==> config.mk <==
export PLATFORM = sky130hd
export DESIGN_NAME = sha256_message_hasher
export DESIGN_NICKNAME = d
export VERILOG_FILES = /design/src/rtl/sha_pkg.sv /design/src/rtl/sha_ram.sv /design/src/rtl/sha_datapath.sv /design/src/rtl/sha_ctrl.sv /design/src/rtl/sha256_message_hasher.sv
export SDC_FILE = /design/constraint.sdc
export NUM_CORES = 2
export LEC_CHECK = 0
export BUFFER_PORTS_ARGS = -buffer_cell sky130_fd_sc_hd__buf_2
export CORE_MARGIN = 2
export CORE_UTILIZATION = 60
export CTS_CLUSTER_SIZE = 16
export DETAILED_ROUTE_END_ITERATION = 12
export HOLD_SLACK_MARGIN = 0.1
export MAX_ROUTING_LAYER = met4
export PLACE_DENSITY = 0.76
export SETUP_SLACK_MARGIN = 0.3
export SLEW_MARGIN = 10
export SYNTH_ARGS = -nofsm -noshare
export SYNTH_HDL_FRONTEND = slang
export SYNTH_HIERARCHICAL = 1
export SYNTH_SLANG_ARGS = --single-unit
==> constraint.sdc <==
create_clock -name clk_i -period 10.7 [get_ports clk_i]
set_input_delay 1.07 -clock clk_i [delete_from_list [all_inputs] [get_ports clk_i]]
set_output_delay 1.07 -clock clk_i [all_outputs]
set_load 0.005 [all_outputs]
==> src/rtl/sha_pkg.sv <==
// SHA-256 hasher package: payload types, round constants, initial hash values.
package sha_pkg;

  typedef struct packed {
    logic [7:0] msg_byte;
    logic       byte_present;
    logic       msg_end;
  } in_item_t;

  typedef struct packed {
    logic [31:0] digest_word;
    logic [2:0]  word_index;
    logic        last_word;
  } out_item_t;

  // controller -> datapath commands
  typedef struct packed {
    logic       buf_we;
    logic [5:0] buf_addr;
    logic [7:0] buf_data;
    logic       load_word;   // shift one buffer byte into the schedule
    logic       round_init;  // copy hash into working vars
    logic       round_en;    // one compression round
    logic       hash_add;    // fold working vars into hash
    logic       hash_reset;  // restore initial values
    logic       shift_out;   // rotate hash words for output
  } sha_cmd_t;

  localparam int unsigned BlockBytes = 64;
  localparam int unsigned Rounds     = 64;
  localparam logic [7:0]  PadByte    = 8'h80;
  localparam logic [5:0]  LenPos     = 6'd56;

  localparam logic [31:0] InitHash [8] = '{
    32'h6a09e667, 32'hbb67ae85, 32'h3c6ef372, 32'ha54ff53a,
    32'h510e527f, 32'h9b05688c, 32'h1f83d9ab, 32'h5be0cd19
  };

  localparam logic [31:0] RoundK [64] = '{
    32'h428a2f98, 32'h71374491, 32'hb5c0fbcf, 32'he9b5dba5,
    32'h3956c25b, 32'h59f111f1, 32'h923f82a4, 32'hab1c5ed5,
    32'hd807aa98, 32'h12835b01, 32'h243185be, 32'h550c7dc3,
    32'h72be5d74, 32'h80deb1fe, 32'h9bdc06a7, 32'hc19bf174,
    32'he49b69c1, 32'hefbe4786, 32'h0fc19dc6, 32'h240ca1cc,
    32'h2de92c6f, 32'h4a7484aa, 32'h5cb0a9dc, 32'h76f988da,
    32'h983e5152, 32'ha831c66d, 32'hb00327c8, 32'hbf597fc7,
    32'hc6e00bf3, 32'hd5a79147, 32'h06ca6351, 32'h14292967,
    32'h27b70a85, 32'h2e1b2138, 32'h4d2c6dfc, 32'h53380d13,
    32'h650a7354, 32'h766a0abb, 32'h81c2c92e, 32'h92722c85,
    32'ha2bfe8a1, 32'ha81a664b, 32'hc24b8b70, 32'hc76c51a3,
    32'hd192e819, 32'hd6990624, 32'hf40e3585, 32'h106aa070,
    32'h19a4c116, 32'h1e376c08, 32'h2748774c, 32'h34b0bcb5,
    32'h391c0cb3, 32'h4ed8aa4a, 32'h5b9cca4f, 32'h682e6ff3,
    32'h748f82ee, 32'h78a5636f, 32'h84c87814, 32'h8cc70208,
    32'h90befffa, 32'ha4506ceb, 32'hbef9a3f7, 32'hc67178f2
  };

  function automatic logic [31:0] rotr(input logic [31:0] x, input int unsigned n);
    rotr = (x >> n) | (x << (32 - n));
  endfunction

endpackage

==> src/rtl/sha_ram.sv <==
// Generic single-port RAM with registered read.
module sha_ram #(
  parameter int unsigned Width = 8,
  parameter int unsigned Depth = 64
) (
  input  logic                     clk_i,
  input  logic                     we_i,
  input  logic [$clog2(Depth)-1:0] addr_i,
  input  logic [Width-1:0]         wdata_i,
  output logic [Width-1:0]         rdata_o
);
  logic [Width-1:0] mem_q [Depth];

  always_ff @(posedge clk_i) begin
    if (we_i) mem_q[addr_i] <= wdata_i;
    rdata_o <= mem_q[addr_i];
  end
endmodule

==> src/rtl/sha_datapath.sv <==
// SHA-256 datapath: block buffer, message schedule, round unit, hash state.
module sha_datapath (
  input  logic              clk_i,
  input  logic              rst_ni,
  input  sha_pkg::sha_cmd_t cmd_i,
  input  logic [5:0]        round_i,
  output logic [31:0]       hash_head_o
);
  logic [7:0]  rd_byte;
  logic [31:0] w_q [16];
  logic [31:0] v_q [8];
  logic [31:0] h_q [8];
  logic [31:0] wt, s0, s1, t1, t2, e, a;

  sha_ram #(.Width(8), .Depth(sha_pkg::BlockBytes)) u_buf (
    .clk_i  (clk_i),
    .we_i   (cmd_i.buf_we),
    .addr_i (cmd_i.buf_addr),
    .wdata_i(cmd_i.buf_data),
    .rdata_o(rd_byte)
  );

  // w_q[0] is W[t]; new words appended at 15
  always_comb begin
    s0 = sha_pkg::rotr(w_q[1], 7) ^ sha_pkg::rotr(w_q[1], 18) ^ (w_q[1] >> 3);
    s1 = sha_pkg::rotr(w_q[14], 17) ^ sha_pkg::rotr(w_q[14], 19) ^ (w_q[14] >> 10);
    wt = w_q[0];
    e  = v_q[4];
    a  = v_q[0];
    t1 = v_q[7] + (sha_pkg::rotr(e, 6) ^ sha_pkg::rotr(e, 11) ^ sha_pkg::rotr(e, 25))
         + ((e & v_q[5]) ^ (~e & v_q[6])) + sha_pkg::RoundK[round_i] + wt;
    t2 = (sha_pkg::rotr(a, 2) ^ sha_pkg::rotr(a, 13) ^ sha_pkg::rotr(a, 22))
         + ((a & v_q[1]) ^ (a & v_q[2]) ^ (v_q[1] & v_q[2]));
  end

  always_ff @(posedge clk_i) begin
    if (cmd_i.load_word) begin
      // shift bytes in; 64 loads fill 16 words
      for (int i = 0; i < 15; i++) w_q[i] <= {w_q[i][23:0], w_q[i+1][31:24]};
      w_q[15] <= {w_q[15][23:0], rd_byte};
    end else if (cmd_i.round_en) begin
      for (int i = 0; i < 15; i++) w_q[i] <= w_q[i+1];
      w_q[15] <= s1 + w_q[9] + s0 + w_q[0];
    end
    if (cmd_i.round_init) begin
      for (int i = 0; i < 8; i++) v_q[i] <= h_q[i];
    end else if (cmd_i.round_en) begin
      v_q[7] <= v_q[6];
      v_q[6] <= v_q[5];
      v_q[5] <= v_q[4];
      v_q[4] <= v_q[3] + t1;
      v_q[3] <= v_q[2];
      v_q[2] <= v_q[1];
      v_q[1] <= v_q[0];
      v_q[0] <= t1 + t2;
    end
  end

  always_ff @(posedge clk_i or negedge rst_ni) begin
    if (!rst_ni) begin
      for (int i = 0; i < 8; i++) h_q[i] <= sha_pkg::InitHash[i];
    end else if (cmd_i.hash_reset) begin
      for (int i = 0; i < 8; i++) h_q[i] <= sha_pkg::InitHash[i];
    end else if (cmd_i.hash_add) begin
      for (int i = 0; i < 8; i++) h_q[i] <= h_q[i] + v_q[i];
    end else if (cmd_i.shift_out) begin
      for (int i = 0; i < 7; i++) h_q[i] <= h_q[i+1];
      h_q[7] <= h_q[0];
    end
  end

  assign hash_head_o = h_q[0];
endmodule

==> src/rtl/sha_ctrl.sv <==
// SHA-256 controller: byte intake, padding, round sequencing, digest output.
module sha_ctrl (
  input  logic               clk_i,
  input  logic               rst_ni,
  input  logic               in_valid_i,
  output logic               in_ready_o,
  input  sha_pkg::in_item_t  in_data_i,
  output logic               out_valid_o,
  input  logic               out_ready_i,
  output sha_pkg::out_item_t out_data_o,
  input  logic [31:0]        hash_head_i,
  output sha_pkg::sha_cmd_t  cmd_o,
  output logic [5:0]         round_o
);
  typedef enum logic [2:0] {
    StIdle, StPad, StLoad, StRound, StAdd, StOut
  } state_e;

  state_e      state_q;
  logic [63:0] len_q;
  logic [5:0]  pad_pos_q;
  logic [6:0]  cnt_q;
  logic        finish_q;   // message end pending
  logic        last_blk_q; // current block is final padded block
  logic        pad_first_q;
  logic [2:0]  widx_q;
  logic        out_vld_q;
  logic        in_fire, out_fire;
  logic [63:0] len_plus;

  assign in_fire  = in_valid_i && in_ready_o;
  assign out_fire = out_valid_o && out_ready_i;
  assign in_ready_o = (state_q == StIdle);
  assign len_plus = len_q + 64'd8;

  // pad byte at pad_pos_q
  logic [7:0] pad_byte;
  always_comb begin
    if (pad_first_q) pad_byte = sha_pkg::PadByte;
    else if (last_blk_q && pad_pos_q >= sha_pkg::LenPos)
      pad_byte = len_q[8'(63 - 8 * (pad_pos_q - sha_pkg::LenPos)) -: 8];
    else pad_byte = 8'h00;
  end

  always_comb begin
    cmd_o = '0;
    round_o = cnt_q[5:0];
    unique case (state_q)
      StIdle: begin
        cmd_o.buf_we   = in_fire && in_data_i.byte_present;
        cmd_o.buf_addr = len_q[8:3];
        cmd_o.buf_data = in_data_i.msg_byte;
      end
      StPad: begin
        cmd_o.buf_we   = 1'b1;
        cmd_o.buf_addr = pad_pos_q;
        cmd_o.buf_data = pad_byte;
      end
      StLoad: begin
        cmd_o.buf_addr   = cnt_q[5:0];
        cmd_o.load_word  = (cnt_q != 7'd0);
        cmd_o.round_init = (cnt_q == 7'd64);
      end
      StRound: cmd_o.round_en = 1'b1;
      StAdd:   cmd_o.hash_add = 1'b1;
      StOut: begin
        cmd_o.shift_out  = out_fire && (widx_q != 3'd7);
        cmd_o.hash_reset = out_fire && (widx_q == 3'd7);
      end
      default: ;
    endcase
  end

  always_ff @(posedge clk_i or negedge rst_ni) begin
    if (!rst_ni) begin
      state_q     <= StIdle;
      len_q       <= '0;
      pad_pos_q   <= '0;
      cnt_q       <= '0;
      finish_q    <= 1'b0;
      last_blk_q  <= 1'b0;
      pad_first_q <= 1'b0;
      widx_q      <= '0;
      out_vld_q   <= 1'b0;
    end else begin
      unique case (state_q)
        StIdle: if (in_fire) begin
          finish_q <= in_data_i.msg_end;
          if (in_data_i.byte_present) len_q <= len_plus;
          pad_pos_q   <= in_data_i.byte_present ? len_plus[8:3] : len_q[8:3];
          pad_first_q <= 1'b1;
          last_blk_q  <= 1'b0;
          cnt_q       <= '0;
          if (in_data_i.byte_present && len_plus[8:3] == 6'd0) state_q <= StLoad;
          else if (in_data_i.msg_end) begin
            state_q    <= StPad;
            last_blk_q <= (in_data_i.byte_present ? len_plus[8:3] : len_q[8:3]) < 6'd56;
          end
        end
        StPad: begin
          pad_first_q <= 1'b0;
          pad_pos_q   <= pad_pos_q + 6'd1;
          if (pad_pos_q == 6'd63) state_q <= StLoad;
        end
        StLoad: begin
          cnt_q <= cnt_q + 7'd1;
          if (cnt_q == 7'd64) begin
            cnt_q   <= '0;
            state_q <= StRound;
          end
        end
        StRound: begin
          cnt_q <= cnt_q + 7'd1;
          if (cnt_q == 7'd63) begin
            cnt_q   <= '0;
            state_q <= StAdd;
          end
        end
        StAdd: begin
          if (!finish_q) state_q <= StIdle;
          else if (!last_blk_q) begin
            // another padded block follows
            last_blk_q <= 1'b1;
            pad_pos_q  <= '0;
            state_q    <= StPad;
          end else begin
            state_q    <= StOut;
            widx_q     <= '0;
            out_vld_q  <= 1'b1;
          end
        end
        StOut: begin
          if (!out_vld_q) out_vld_q <= 1'b1;
          else if (out_fire) begin
            out_vld_q <= 1'b0;
            widx_q    <= widx_q + 3'd1;
            if (widx_q == 3'd7) begin
              state_q  <= StIdle;
              finish_q <= 1'b0;
              len_q    <= '0;
            end
          end
        end
        default: state_q <= StIdle;
      endcase
    end
  end

  assign out_valid_o = out_vld_q;
  assign out_data_o.digest_word = hash_head_i;
  assign out_data_o.word_index  = widx_q;
  assign out_data_o.last_word   = (widx_q == 3'd7);

  a_ready_idle: assert property (@(posedge clk_i) disable iff (!rst_ni)
    out_valid_o |-> !in_ready_o) else $error("input taken during output");
  a_len_reset: assert property (@(posedge clk_i) disable iff (!rst_ni)
    (out_fire && widx_q == 3'd7) |=> (len_q == 64'd0)) else $error("length not cleared");
  a_round_cnt: assert property (@(posedge clk_i) disable iff (!rst_ni)
    (state_q == StRound) |-> (cnt_q < 7'd64)) else $error("round count overrun");
endmodule

==> src/rtl/sha256_message_hasher.sv <==
// SHA-256 message hasher top level: controller plus datapath.
// Bytes are written to the block buffer as they arrive; a full block is then
// loaded into the schedule, compressed one round per cycle and folded in.
// On message end the padding pass writes the rest of the buffer,
// one or two blocks are compressed, then eight digest words are output.
// Reset (async, active low) restores the initial hash and zero length.
module sha256_message_hasher (
  input  logic               clk_i,
  input  logic               rst_ni,
  input  logic               in_valid_i,
  output logic               in_ready_o,
  input  sha_pkg::in_item_t  in_data_i,
  output logic               out_valid_o,
  input  logic               out_ready_i,
  output sha_pkg::out_item_t out_data_o
);
  sha_pkg::sha_cmd_t cmd;
  logic [5:0]        round;
  logic [31:0]       hash_head;

  sha_ctrl u_ctrl (
    .clk_i, .rst_ni, .in_valid_i, .in_ready_o, .in_data_i,
    .out_valid_o, .out_ready_i, .out_data_o,
    .hash_head_i(hash_head), .cmd_o(cmd), .round_o(round)
  );

  sha_datapath u_dp (
    .clk_i, .rst_ni, .cmd_i(cmd), .round_i(round), .hash_head_o(hash_head)
  );
endmodule
==> After elaboration in Yosys (flattened, before gate mapping) <==
Memory sizes are Yosys's and may differ from the RTL's. A register that Yosys moved wholly into a read port is not among the register bits.
Cells that the tools add are included.
{ "word_totals": {"wordCells": 247, "input_bits": 14, "mem_count": 4, "ff_bits": 343, "mem_bits_ro": 2048, "ramBits": 1280, "output_inout_bits": 38} }
{ "mem_list": {"columns": ["memory", "words", "width", "rd", "rd_ports_with_merged_regs", "write_ports", "line_no", "source"], "rows": [
  ["(name not given)", 64, 32, 1, 0, 0, "sha_datapath.sv:31", "+ ((e & v_q[5]) ^ (~e & v_q[6])) + sha_pkg::RoundK[round_i] + wt;"],
  ["u_dp.u_buf.mem_q", 64, 8, 1, 1, 1, "sha_ram.sv:12", "logic [Width-1:0] mem_q [Depth];"],
  ["u_dp.w_q", 16, 32, 16, 0, 16, "sha_datapath.sv:10", "logic [31:0] w_q [16];"],
  ["u_dp.v_q", 8, 32, 8, 0, 8, "sha_datapath.sv:11", "logic [31:0] v_q [8];"]
]} }
{ "classes": {"muxes": 98, "order_cmp": 3, "n_addsub": 24, "n_reduce_logical": 26, "bitwise": 52, "n_shift": 1, "eq_ne": 22} }
{ "op_table": {"columns": ["cell", "count"], "rows": [
  ["$mux 32", 26],
  ["$mux 256", 3],
  ["$add 32x32->32", 18],
  ["$mux 64", 5],
  ["$xor 32x32->32", 9],
  ["$and 32x32->32", 5],
  ["$pmux 64 s2", 1],
  ["$shiftx 71x9->8", 1],
  ["$add 64x4->64 const B", 1],
  ["$mux 3", 15],
  ["$pmux 6 s3", 2],
  ["$not 32->32", 1],
  ["$or 10x32->32", 1],
  ["$or 13x32->32", 1],
  ["$or 14x32->32", 1],
  ["$or 15x32->32", 1],
  ["$or 19x32->32", 1],
  ["$or 21x32->32", 1],
  ["$or 25x32->32", 1],
  ["$or 26x32->32", 1],
  ["$or 30x32->32", 1],
  ["$or 7x32->32", 1],
  ["$xor 32x22->32", 1],
  ["$xor 32x29->32", 1],
  ["41 further kinds", 127]
]} }

==> Depth between registers and ports, before layout <==
{ "depth": {"word_depth": 9, "mapped_depth": 42, "depth_no_buf": 40} }

==> Cells and area by module <==
The synthesis kept the hierarchy.
{ "by_module_without_submodules": {"columns": ["mod", "area_each_um2", "cells_each", "n_inst", "seq_area_each_um2"], "rows": [
  ["sha_datapath", 71991.5, 6952, 1, 29638.4],
  ["sha_ram", 20259.4, 1189, 1, 15534.9],
  ["sha_ctrl", 5764.3, 674, 1, 2102.0]
]} }

==> Worst setup path after synthesis <==
OpenSTA, ideal clock, no wires.
{ "synth_timing": {"path_kind": "register to register", "start": "reg u_ctrl.state_q[0]", "end": "mem u_dp.w_q[0][0] (enable)", "required_ps": 10033, "setup_ps": 667, "synth_period_minus_slack_ps": 8943, "path_buffers": 6, "t_arrival_ps": 8276, "path_slack_ps": 1757, "path_stages_with_launch": 10, "cell_sequence": "dfrtp_1 > clkbuf_1 > clkbuf_1 > clkbuf_1 > nor2_1 > o21a_1 > clkbuf_1 > clkbuf_1 > clkbuf_1 > or2_2"} }
{ "synth_lines": {"columns": ["item", "line_no", "source"], "rows": [
  ["from (decl)", "sha_ctrl.sv:19", "state_e state_q;"],
  ["from (signal assigned)", "sha_ctrl.sv:76", "state_q <= StIdle;"],
  ["from (signal assigned)", "sha_ctrl.sv:94", "if (in_data_i.byte_present && len_plus[8:3] == 6'd0) state_q <= StLoad;"],
  ["from (signal assigned)", "sha_ctrl.sv:96", "state_q <= StPad;"],
  ["to (decl)", "sha_datapath.sv:10", null]
]} }

==> out/qor_table.md <==
| Metric | This run |
|:---|:---|
| Run status | finished, final reports clean |
| First-pass GRT wire length | 434,300 um |
| Worst slew slack as a fraction of its limit | 15.43% |
| Synthesized netlist net count | 9,423 |
| Core outline area | 162,400 um^2 |
| Filler Cells Inserted | 12.41k |
| Port buffer count | 51 |
| Overall die width | 408.2 um |
| Ranking of synthesized cells by area | edfxtp_1 (39%), mux2_2 (6.4%), dfrtp_1 (5.2%) |
| Cell type of the slowest stage on the worst timing path | ha_2 |
| Number of top-level pins | 52 |
| H-tree depth | 4 |
| Clock Pin Slew Worst Setup and Hold Paths | 0.07 ns |
| Avg Inst Size Synth | 11.12 um^2 |
| Overall fraction of global-route tracks in use | 35.17% |
| Final weighted congestion in routability-driven placement | 1.019 |
| Maximum clock skew at final layout | 0.07520 ns |
| Pin count of the biggest net entering global routing | 184 |
| Via Count | 71.52k |
| Initial antenna violation count | 4 |
| Root Driver | clkbuf_16 |
| Commonest cells post-synth | edfxtp_1 (1,280), nand2_1 (995), mux2_2 (555), nor2_1 (524), a21oi_1 (484) |
| Most repeated library cell on the critical path | a21oi_1 |
| Post-DR vias/cell | 6.551 |
| Data required time of the worst path | 11.27 ns |
| Worst Path Arrival | 10.43 ns |
| Grt total ovfl | 0 |
| Count of cells along the worst register-to-register path | 35 |
| Number of enable-type register cells in the synthesized netlist | 1,280 |
| Post-Route Utilization | 64.91% |
| Latest clock arrival within the worst-skew pair | 0.86 ns |
| Post-synth ARST share | 20.88% |
| Max Freq | 101.4 MHz |
| Number of max-capacitance violations reported | 0 |
| DRC violations left | 0 |
| Via count of the first global-routing pass | 68.74k |
| Cts-stage hold buffer count | 0 |
| Area Growth Syn to Fin | 7.541% |
| Transition time of the tightest slew-check pin | 1.267 ns |
| Sink Count | 1,628 |
| Number of distinct library cells after synthesis | 109 |
| Sequential area share after synthesis | 48.23% |
| Effective utilization at floorplan | 60.35% |
| Highest cell delay on the worst timing path | 0.62 ns |
| Count of routing violations after the opening detailed-route iteration | 8,737 |
| Share of Yosys cell area claimed by the top area cell type | 39.22% |
| #FFs+latches synth | 1,628 |
| Netlist area before placement | 98,020 um^2 |
| Number of setup violations in the final report | 0 |
| Library cell with the largest summed area after synthesis | edfxtp_1 |
| Category of the worst setup path launch point | flop |
| Endpoint class of the critical path | flop |
| Die area | 166,600 um^2 |
| Commonest register cell after synthesis | edfxtp_1 |
| Gate Count Post-Synth | 8,815 |
| Final net count | 9,201 |
| Num rows | 148 |
| Routed wire length | 289,100 um |
| Setup repair after global routing missed its margin | no |
| Final Hold Viols | 0 |
| TritonCTS clock tree | done |
| Die Ht | 408.2 um |
| Post-CTS Repair Setup Buffers | 0 |
| Crit Path Max Fanout | 14 |
| Critical path start-end classification | reg2reg |
| Final worst path period need | 9.857 ns |
| Detailed-route wire length per cell | 26.48 um |
| Remaining antenna violation count | 0 |
| Count of warnings emitted by yosys | 6 |
| Type of the most critical hold path | in2async |
| Number of buffers between clock root and the deepest sink | 3 |
| Drt pass-1 iters | 6 |
| Max-slew violation count | 0 |
| HPWL Detailed | 200,400 um |
| Setup tns final | 0 ns |
| Leading cell type by number of instances after synthesis | edfxtp_1 |
| Layout cells sized above 1 | 14.32% |
| TritonCTS buffer count | 174 |
| Final cycle utilization of the critical path | 92.13% |
-- cell usage in the layout, fill, tap and decap left out, drive strengths merged, types with 106 or more instances in the layout --
master	count
edfxtp	1280
nand2	995
mux2	560
nor2	527
a21oi	485
o21ai	459
xnor2	425
ha	399
inv	358
a21o	226
mux2i	209
clkbuf	208
dfrtp	204
xor2	197
fa	195
a211oi	161
buf	157
dfstp	136
nand3	118
nor3	109
a22oi	106
-- final timing paths --
check,from,end,slack [ns]
setup / recovery,u_ctrl/cnt_q[1]$_DFFE_PN0P_,u_dp/v_q[0][31]$_DFFE_PP_,0.84
hold / removal,rst_ni,u_dp/hash_head_o[7]$_DFFE_PN0P_,0.21
setup reg to reg,u_ctrl/cnt_q[1]$_DFFE_PN0P_,u_dp/v_q[0][31]$_DFFE_PP_,0.84
hold reg to reg,u_ctrl/pad_first_q$_DFFE_PN0P_,u_ctrl/pad_first_q$_DFFE_PN0P_,0.51
max in group asynchronous,rst_ni,u_ctrl/cnt_q[3]$_DFFE_PN0P_,8.48
min in group clk_i,in_data_i[0],u_ctrl/finish_q$_DFFE_PN0P_,0.47
-- critical path: cells and delay by family, from the launching register on --
family	cells	cell delay, ns
simple gates	3	0.67
fa+ha+maj	7	3.23
xor+xnor	2	0.32
compound gates	17	3.91
flops	1	0.39
mux	1	0.40
buf+inv	5	0.67
-- final cells by class --
cell class / count / area [um^2] / share of cell area, %
Antenna cell: 3 / 7.507 / 0.007122
Clock buffer: 208 / 4553 / 4.320
Clock inverter: 115 / 1249 / 1.185
Inverter: 355 / 1349 / 1.280
Multi-Input combinational cell: 6277 / 47060 / 44.64
Sequential cell: 1628 / 47280 / 44.86
Tap cell: 2175 / 2721 / 2.582
Timing Repair Buffer: 157 / 1186 / 1.125
-- state kept, by name, indices dropped and copies added (netlist names) --
register and count:
u_dp/u_buf/mem_q 512, u_dp/u_buf/rdata_o 8, u_ctrl/last_blk_q 1, u_ctrl/finish_q 1, u_ctrl/state_q 3, u_dp/w_q 512, u_ctrl/len_q 61, u_dp/v_q 256
u_ctrl/pad_pos_q 6, u_ctrl/out_valid_o 1, u_ctrl/widx_q 3, u_dp/h_q 224, u_ctrl/pad_first_q 1, u_dp/hash_head_o 32, u_ctrl/cnt_q 7
-- cells by family after synthesis --
family,share of synthesized area [%]
AOI/OAI and AO/OA,13.84
xor gates and xnor gates,5.582
adders and majority gates,9.117
buffers and inverters,3.927
DFF,48.23
muxes,9.384
and+or+nand+nor,9.919
-- metrics by stage --
stage | hold slack (ns) | cells | instance area [um^2] | setup WS, ns
3_3_place_gp | 0.4875 | 10590 | 99590 | 0.9089
5_1_grt | 0.2251 | 10920 | 105400 | 0.3046
6_report | 0.2138 | 10920 | 105400 | 0.8426
4_1_cts | 0.1820 | 10920 | 105400 | 0.7404
3_5_place_dp | 0.5030 | 10590 | 99590 | 0.7716
2_1_floorplan | 0.4600 | 8815 | 98020 | 1.757
-- metal layers --
metal	share of wire [%]	global-route usage (%)
met4	5.5	16.88
met5	0	-
met2	45	51.55
met1	41	47.81
met3	9.3	6.018
-- timing repair --
item | CTS | global route
endpoints found under the hold margin | 0 | 0
endpoints found under the setup margin | 0 | 3
resized for setup | 0 | 3
Power is not shown: default switching activity piles up to over one toggle a cycle in this logic, so the estimate is an artifact.
